[config.mk]
export PLATFORM = sky130hd
export DESIGN_NAME = nearest_neighbor_ordering_top
export DESIGN_NICKNAME = d
export VERILOG_FILES = /design/src/rtl/nno_pkg.sv /design/src/rtl/nno_dp.sv /design/src/rtl/nno_ctrl.sv /design/src/rtl/nearest_neighbor_ordering_top.sv
export SDC_FILE = /design/constraint.sdc
export NUM_CORES = 1
export LEC_CHECK = 0
export ABC_CLOCK_PERIOD_IN_PS = 7740
export BUFFER_PORTS_ARGS = -buffer_cell sky130_fd_sc_hd__buf_2
export CAP_MARGIN = 10
export CELL_PAD_IN_SITES_DETAIL_PLACEMENT = 2
export CELL_PAD_IN_SITES_GLOBAL_PLACEMENT = 2
export CORE_MARGIN = 5
export CORE_UTILIZATION = 29
export DETAILED_ROUTE_END_ITERATION = 12
export PLACE_DENSITY_LB_ADDON = 0.1
export SYNTH_ARGS = -nofsm -noshare
export SYNTH_HDL_FRONTEND = slang
export SYNTH_SLANG_ARGS = --single-unit
[constraint.sdc]
create_clock -name i_clk -period 7.74 [get_ports i_clk]
set_input_delay 1.548 -clock i_clk [delete_from_list [all_inputs] [get_ports i_clk]]
set_output_delay 1.548 -clock i_clk [all_outputs]
set_load 0.02 [all_outputs]
[src/rtl/nno_pkg.sv]
// Shared constants and control/status types for the nearest-neighbor ordering block.
// No dependencies; every other file imports this package.
package nno_pkg;

    localparam int MAX_POINTS = 32;
    localparam int COORD_BITS = 10;
    localparam int IDX_W      = (MAX_POINTS > 1) ? $clog2(MAX_POINTS) : 1;
    localparam int CNT_W      = $clog2(MAX_POINTS + 1);
    localparam int SUM_W      = COORD_BITS + 1;
    localparam int OUT_IDX_W  = 5;
    localparam int DIST_W     = 11;

    typedef struct packed {
        logic accept;     // input transaction taken this cycle
        logic walk_init;  // clear visited marks and step count
        logic scan_run;   // sweep the point store
        logic emit;       // commit the best point and load the output register
    } t_cmd;

    typedef struct packed {
        logic count_zero;
        logic scan_done;
        logic last_step;
        logic found;
    } t_status;

endpackage

[src/rtl/nno_dp.sv]
// Datapath: point store memory, visited marks, scan pipeline and result registers.
// Depends on nno_pkg; driven by commands from nno_ctrl.
module nno_dp import nno_pkg::*; (
    input  logic                  i_clk,
    input  logic                  i_rst_n,
    input  t_cmd                  i_cmd,
    input  logic                  i_mode,
    input  logic [COORD_BITS-1:0] i_x,
    input  logic [COORD_BITS-1:0] i_y,
    output t_status               o_status,
    output logic [OUT_IDX_W-1:0]  o_point_index,
    output logic [DIST_W-1:0]     o_leg_distance,
    output logic                  o_run_end,
    output logic                  o_overflow
);

    function automatic logic [COORD_BITS-1:0] abs_diff(
        input logic [COORD_BITS-1:0] a,
        input logic [COORD_BITS-1:0] b
    );
        return (a >= b) ? (a - b) : (b - a);
    endfunction

    logic [COORD_BITS-1:0] r_mem_x [MAX_POINTS];
    logic [COORD_BITS-1:0] r_mem_y [MAX_POINTS];
    logic [COORD_BITS-1:0] r_rd_x, r_rd_y;

    logic [CNT_W-1:0]      r_count, r_scan, r_step;
    logic [COORD_BITS-1:0] r_cur_x, r_cur_y;
    logic                  r_dropped;
    logic [MAX_POINTS-1:0] r_visited;

    logic                  r_cmp_valid;
    logic [IDX_W-1:0]      r_cmp_idx;
    logic                  r_found;
    logic [SUM_W-1:0]      r_best_d;
    logic [IDX_W-1:0]      r_best_idx;
    logic [COORD_BITS-1:0] r_best_x, r_best_y;

    logic [OUT_IDX_W-1:0]  r_out_idx;
    logic [DIST_W-1:0]     r_out_dist;
    logic                  r_out_end, r_out_ovf;

    logic                  room, scan_more, take;
    logic [SUM_W-1:0]      leg_dist;

    assign room      = (r_count < CNT_W'(MAX_POINTS));
    assign scan_more = i_cmd.scan_run && (r_scan < r_count);
    assign leg_dist  = SUM_W'(abs_diff(r_cur_x, r_rd_x)) + SUM_W'(abs_diff(r_cur_y, r_rd_y));
    // Later indices win ties, so an equal distance also replaces the best.
    assign take      = r_cmp_valid && !r_visited[r_cmp_idx] && (!r_found || leg_dist <= r_best_d);

    // Point store: one write port at the fill count, one registered read port.
    always_ff @(posedge i_clk) begin
        if (i_cmd.accept && i_mode && room) begin
            r_mem_x[r_count[IDX_W-1:0]] <= i_x;
            r_mem_y[r_count[IDX_W-1:0]] <= i_y;
        end
        r_rd_x <= r_mem_x[r_scan[IDX_W-1:0]];
        r_rd_y <= r_mem_y[r_scan[IDX_W-1:0]];
    end

    always_ff @(posedge i_clk) begin
        if (!i_rst_n) begin
            r_count     <= '0;
            r_cur_x     <= '0;
            r_cur_y     <= '0;
            r_dropped   <= 1'b0;
            r_visited   <= '0;
            r_scan      <= '0;
            r_step      <= '0;
            r_cmp_valid <= 1'b0;
            r_found     <= 1'b0;
        end else begin
            r_cmp_valid <= scan_more;
            if (scan_more) begin
                r_scan <= r_scan + 1'b1;
            end
            if (take) begin
                r_found <= 1'b1;
            end
            if (i_cmd.accept) begin
                if (!i_mode) begin
                    r_cur_x   <= i_x;
                    r_cur_y   <= i_y;
                    r_count   <= '0;
                    r_dropped <= 1'b0;
                end else if (room) begin
                    r_count <= r_count + 1'b1;
                end else begin
                    r_dropped <= 1'b1;
                end
            end
            if (i_cmd.walk_init) begin
                r_visited <= '0;
                r_step    <= '0;
                r_scan    <= '0;
                r_found   <= 1'b0;
            end
            if (i_cmd.emit) begin
                r_visited[r_best_idx] <= 1'b1;
                r_cur_x <= r_best_x;
                r_cur_y <= r_best_y;
                r_step  <= r_step + 1'b1;
                r_scan  <= '0;
                r_found <= 1'b0;
            end
        end
    end

    always_ff @(posedge i_clk) begin
        r_cmp_idx <= r_scan[IDX_W-1:0];
        if (take) begin
            r_best_d   <= leg_dist;
            r_best_idx <= r_cmp_idx;
            r_best_x   <= r_rd_x;
            r_best_y   <= r_rd_y;
        end
        if (i_cmd.emit) begin
            r_out_idx  <= OUT_IDX_W'(r_best_idx);
            r_out_dist <= DIST_W'(r_best_d);
            r_out_end  <= o_status.last_step;
            r_out_ovf  <= r_dropped;
        end
    end

    assign o_status.count_zero = (r_count == '0);
    assign o_status.scan_done  = (r_scan == r_count) && !r_cmp_valid;
    assign o_status.last_step  = ((r_step + 1'b1) == r_count);
    assign o_status.found      = r_found;

    assign o_point_index  = r_out_idx;
    assign o_leg_distance = r_out_dist;
    assign o_run_end      = r_out_end;
    assign o_overflow     = r_out_ovf;

endmodule

[src/rtl/nno_ctrl.sv]
// Controller: state machine that sequences loading, scanning and result handoff.
// Depends on nno_pkg; commands nno_dp and owns both handshakes.
module nno_ctrl import nno_pkg::*; (
    input  logic    i_clk,
    input  logic    i_rst_n,
    input  logic    i_in_valid,
    input  logic    i_set_end,
    output logic    o_in_ready,
    output logic    o_out_valid,
    input  logic    i_out_ready,
    input  t_status i_status,
    output t_cmd    o_cmd
);

    typedef enum logic [3:0] {
        S_IDLE = 4'b0001,
        S_PREP = 4'b0010,
        S_SCAN = 4'b0100,
        S_EMIT = 4'b1000
    } t_state;

    t_state r_state, n_state;
    logic   r_out_valid, n_out_valid;
    logic   emit_fire;

    assign o_in_ready = (r_state == S_IDLE);
    assign emit_fire  = (r_state == S_EMIT) && (!r_out_valid || i_out_ready);

    assign o_cmd.accept    = i_in_valid && o_in_ready;
    assign o_cmd.walk_init = (r_state == S_PREP);
    assign o_cmd.scan_run  = (r_state == S_SCAN);
    assign o_cmd.emit      = emit_fire;

    always_comb begin
        n_state = r_state;
        case (r_state)
            S_IDLE: begin
                if (o_cmd.accept && i_set_end) begin
                    n_state = S_PREP;
                end
            end
            S_PREP: begin
                n_state = i_status.count_zero ? S_IDLE : S_SCAN;
            end
            S_SCAN: begin
                if (i_status.scan_done) begin
                    n_state = S_EMIT;
                end
            end
            S_EMIT: begin
                if (emit_fire) begin
                    n_state = i_status.last_step ? S_IDLE : S_SCAN;
                end
            end
            default: begin
                n_state = S_IDLE;
            end
        endcase
    end

    always_comb begin
        n_out_valid = r_out_valid;
        if (emit_fire) begin
            n_out_valid = 1'b1;
        end else if (i_out_ready) begin
            n_out_valid = 1'b0;
        end
    end

    always_ff @(posedge i_clk) begin
        if (!i_rst_n) begin
            r_state     <= S_IDLE;
            r_out_valid <= 1'b0;
        end else begin
            r_state     <= n_state;
            r_out_valid <= n_out_valid;
        end
    end

    assign o_out_valid = r_out_valid;

endmodule

[src/rtl/nearest_neighbor_ordering_top.sv]
// Top level of the greedy nearest-neighbor ordering block (Manhattan distance).
// Depends on nno_pkg, nno_ctrl and nno_dp.
//
// Usage: input transactions carry mode, x, y and set_end. A mode 0 transaction
// sets the walker position and opens an empty set; a mode 1 transaction appends
// a point to the store, up to MAX_POINTS points, and later points are dropped
// and flagged through overflow. A transaction with set_end high starts the walk
// once it has been applied. The walk emits one output transaction per stored
// point, in visiting order, with the point's load index, the leg distance and
// run_end on the last one. Points stay stored after a walk.
// Loading accepts one transaction per cycle while the input is ready. For each
// result of a walk, the single read port of the point store sweeps the stored
// points once, the read and compare stages drain, and the pick is committed.
// A setup state precedes the walk. The input is not ready while a walk runs.
// Reset (synchronous, active low) empties the set, clears the overflow flag and
// puts the walker at (0, 0); store contents are not cleared. When the receiver
// stalls, the finished result sits in the output register while the next scan
// runs, and the walk holds before committing the next pick until it is taken.
module nearest_neighbor_ordering_top import nno_pkg::*; (
    input  logic                  i_clk,
    input  logic                  i_rst_n,
    input  logic                  i_in_valid,
    output logic                  o_in_ready,
    input  logic                  i_mode,
    input  logic [COORD_BITS-1:0] i_x,
    input  logic [COORD_BITS-1:0] i_y,
    input  logic                  i_set_end,
    output logic                  o_out_valid,
    input  logic                  i_out_ready,
    output logic [OUT_IDX_W-1:0]  o_point_index,
    output logic [DIST_W-1:0]     o_leg_distance,
    output logic                  o_run_end,
    output logic                  o_overflow
);

    t_cmd    cmd;
    t_status status;

    // The controller owns the handshakes and the sequencing of each walk.
    nno_ctrl u_ctrl (
        .i_clk       (i_clk),
        .i_rst_n     (i_rst_n),
        .i_in_valid  (i_in_valid),
        .i_set_end   (i_set_end),
        .o_in_ready  (o_in_ready),
        .o_out_valid (o_out_valid),
        .i_out_ready (i_out_ready),
        .i_status    (status),
        .o_cmd       (cmd)
    );

    // The datapath holds the points, the walker position and the result register.
    nno_dp u_dp (
        .i_clk          (i_clk),
        .i_rst_n        (i_rst_n),
        .i_cmd          (cmd),
        .i_mode         (i_mode),
        .i_x            (i_x),
        .i_y            (i_y),
        .o_status       (status),
        .o_point_index  (o_point_index),
        .o_leg_distance (o_leg_distance),
        .o_run_end      (o_run_end),
        .o_overflow     (o_overflow)
    );

    // A transaction that ends a set must close the input while the walk is set up.
    a_walk_blocks_input: assert property (@(posedge i_clk) disable iff (!i_rst_n)
        (i_in_valid && o_in_ready && i_set_end) |=> !o_in_ready)
        else $error("input stayed ready after a set_end transaction");

    // Every committed pick must come from a scan that found an unvisited point.
    a_emit_has_pick: assert property (@(posedge i_clk) disable iff (!i_rst_n)
        cmd.emit |-> status.found)
        else $error("result committed without a candidate point");

    // Committing the last pick returns the block to accepting input.
    a_last_reopens: assert property (@(posedge i_clk) disable iff (!i_rst_n)
        (cmd.emit && status.last_step) |=> (o_in_ready && o_out_valid && o_run_end))
        else $error("walk did not finish cleanly after its last result");

endmodule
==> results.py <==
metrics = {
    "floorplanning": {
        "die_w_um": 346,
        "core.rowCount": 123,
        "dieArea_mm2": 0.120,
        "initial_core_util_pct": 29.2,
        "io_pins": 46,
        "die_h_um": 346,
        "coreArea_mm2": 0.112,
    },
    "min_path": {
        "hp-class": "reg2reg",
    },
    "critical_path": {
        "arrival_ns": 6.66,
        "slowest_stage": "a311o_1",
        "end_kind": "register",
        "slowest_delay_ns": 0.57,
        "path_cells": "inv_1, ha_1, inv_1, fa_1, nand3_1, and2_1, a21o_1, a311o_1, mux2_1, fa_1, a21o_1, a21oi_1, nor2b_1, o21a_1, o41ai_1, xnor2_1, ha_1, a41oi_1, o21ai_0, a21oi_1, o41ai_1, a31oi_4, buf_12",
        "critical_path.max_fanout": 25,
        "start_kind": "register",
        "path_class": "reg2reg",
        "worst-endpoint-required_ns": 8.06,
    },
    "placement": {
        "placed_cells": 3273,
        "portBuffers": 45,
        "place_congestion": 0.730,
        "place.detailed.hpwl_mm": 55.9,
    },
    "yosys": {
        "netlist_area_mm2": 0.0327,
        "ys_ff_latch": 797,
        "synth_edf_count": 694,
        "syn_nets": 1867,
        "synth_warnings": 0,
        "ys_seq_area_share_pct": 70.0,
        "synth-main-ff-cell": "edfxtp_1",
        "yosysUniqueCellTypes": 59,
        "ys_async_sr_fraction_pct": 0,
        "synthCells": 1765,
        "avgSynthCellArea_um2": 18.5,
    },
    "clock_network": {
        "cts_setup_buffers": 0,
        "hold_buffers": 0,
        "cts_tree": "built",
        "clk_path_buf_depth": 3,
        "htreeDepth": 3,
        "root_buffer": "clkbuf_16",
        "cts_buffers": 93,
        "clk_latency_ns": 0.68,
        "cts_num_sinks": 797,
        "post_cts_resized": 0,
        "clk_pin_slew_worst_paths_ns": 0.06,
    },
    "power": {
        "vdd_ir_drop_max_mv": 0.195,
        "power_w": 0.00948,
        "cellPowerDensity_mw_per_mm2": 250,
        "leakagePower_nw": 12.2,
    },
    "routing": {
        "wl_mm": 94.8,
        "drc": 0,
        "vias": 16825,
        "first_pass_iters": 5,
        "antenna_left": 0,
        "wl_per_cell_um": 27.5,
        "viasPerCell": 4.88,
        "drtIter0Drc": 1210,
    },
    "timing": {
        "setup_viol": 0,
        "slew_headroom_pct": 24.2,
        "fin_crit_ns": 6.34,
        "rsz0062_at_grt": "no",
        "final_max_slew_viol_count": 0,
        "hold_ws_ns": 0.451,
        "period_share_pct": 81.9,
        "finalClockSkew_ns": 0.0490,
        "worstMarginPinSlew_ns": 1.14,
        "max_clock_freq_ghz": 0.158,
        "fin_tns_setup_ns": 0,
        "timing.final.hold_violations": 0,
    },
    "layout": {
        "drive_gt1_share_pct": 25.4,
        "fillers": 11000,
        "area_delta_synth_final_pct": 15.8,
        "fin_cells": 3446,
        "final_nets": 1970,
        "multi_input_area_mm2": 0.00925,
        "final_util_pct": 33.8,
        "regArea_mm2": 0.0229,
    },
    "grt": {
        "grt_overflow": 0,
        "grt_pass1_vias": 18994,
        "grtUsageMet3_pct": 2.50,
        "grt_max_degree": 141,
        "use_met2_pct": 26.7,
        "grt_use_total_pct": 15.7,
        "busiest_layer": "met2",
        "use_met1_pct": 21.4,
        "antenna_found_initial": 5,
        "grt_pass1_wl_mm": 137,
    },
    "run": {
        "drv_cap": 0,
    },
    "outcome": {
        "status": "finished, final reports clean",
    },
}
## cells in the mapped netlist (2+ instances only)
library cell	number	area share (%)
edfxtp_1	694	64
mux4_2	210	14
dfxtp_1	103	6.3
nor2_1	97	1.1
ha_1	71	2.7
inv_1	68	0.78
clkbuf_1	53	0.61
nand2_1	46	0.53
mux2i_1	38	1.2
nor2b_1	38	0.73
a21oi_1	35	0.54
a22oi_1	33	0.76
o21ai_0	26	0.40
mux2_2	22	0.76
xnor2_1	22	0.59
a211oi_1	21	0.48
nand3_1	18	0.28
buf_2	17	0.26
xor2_1	17	0.46
nor3_1	15	0.23
a21o_1	14	0.32
nand4_1	11	0.21
buf_6	8	0.28
and3_1	6	0.11
o211a_1	6	0.18
o21a_1	6	0.14
and2_1	5	0.096
buf_1	5	0.057
fa_1	5	0.31
nand2b_1	5	0.096
nor3b_1	5	0.11
a32oi_1	4	0.11
a41oi_1	3	0.080
nand3b_1	3	0.069
a2111oi_0	2	0.054
a311oi_1	2	0.054
and4_1	2	0.054
clkinv_1	2	0.023
nor4b_1	2	0.054
o31a_1	2	0.054
o41a_1	2	0.069
o41ai_1	2	0.054
or3_1	2	0.038
or4b_1	2	0.061
## state kept, by name (all words and copies together), names as in the netlist, 6 cells and up
| signal | flops |
|---|---|
| u_dp.r_rd_y | 10 |
| u_dp.o_leg_distance | 11 |
| u_dp.r_best_y | 10 |
| u_dp.r_best_x | 10 |
| u_dp.r_step | 6 |
| u_dp.r_mem_x | 320 |
| u_dp.r_cur_x | 10 |
| u_dp.r_visited | 32 |
| u_dp.r_scan | 6 |
| u_dp.r_best_d | 11 |
| u_dp.r_mem_y | 320 |
| u_dp.r_rd_x | 10 |
| u_dp.r_cur_y | 10 |
| u_dp.r_count | 6 |
## layer usage
layer / vias to the layer above / wire (um)
met1: 9182 / 43200
met4: 2 / 1680
li1: 7277 / -
met3: 113 / 3140
met5: - / 13
met2: 251 / 46800
## per-stage QoR
step                      instance area (um2)  worst slack (ns)
after floorplan                         32700             0.838
after global placement                  34900              1.50
after CTS                               37900              1.32
final                                   37900              1.40
after detailed placement                34900              1.42
after global routing                    37900             0.854
## logic make-up after synthesis
kind of cell	Yosys count	synth area share (%)
DFF	797	70.0
xor gates and xnor gates	39	1.04
buffers and inverters	153	2.00
AOI/OAI and AO/OA	166	3.55
muxes	271	16.4
and+or+nand+nor	263	3.94
adders and majority gates	76	3.02
## cell type report
cell class / instances / area share (%)
flip-flops and latches: 797 / 60.5
multi-input cells: 815 / 24.4
clock buffers: 118 / 6.56
well taps: 1500 / 4.96
repair buffers: 91 / 1.64
clock inverters: 54 / 1.22
inverters: 70 / 0.694
diodes: 1 / 0.00661
## critical path: cells and delay by family, from the launching register on
| kind | cells | cell delay, ns |
|---|---|---|
| adders and majority gates | 4 | 1.30 |
| AOI/OAI and AO/OA | 11 | 2.90 |
| DFF | 1 | 0.33 |
| buffers and inverters | 3 | 0.41 |
| and+or+nand+nor | 3 | 0.38 |
| xor gates and xnor gates | 1 | 0.21 |
| muxes | 1 | 0.44 |
## power by group
group,total (W),internal [W],leakage [nW],switching (W)
combinational,0.000539,0.000194,3.69,0.000345
clock,0.00423,0.00241,1.42,0.00182
sequential,0.00471,0.00470,7.06,0.0000130
total,0.00948,0.00730,12.2,0.00218
## worst paths after layout
path	startpoint	end	cells past startpoint	slack (ns)
setup reg to reg	u_dp.r_cur_x[0]	u_dp.r_best_x[3]	23	1.40
setup / recovery	u_dp.r_cur_x[0]	u_dp.r_best_x[3]	23	1.40
hold / removal	u_dp.r_best_d[6]	u_dp.o_leg_distance[6]	0	0.45
hold reg to reg	u_dp.r_best_d[6]	u_dp.o_leg_distance[6]	0	0.45
## placed cells by master (no fill, tap or decap), types with 21 or more instances in the layout
cell and n:
ha_1 71, edfxtp_1 694, o21ai_0 26, nor2_1 66, buf_2 45, nor2_2 31, a22oi_1 33, clkinv_1 23
nand2_1 46, mux2_2 22, a211oi_1 21, nor2b_1 38, xnor2_1 22, buf_4 42, mux2i_1 38, dfxtp_1 99
mux4_2 210, clkbuf_16 94, inv_1 68, a21oi_1 35
No activity file was read; power rests on OpenSTA's default activity.
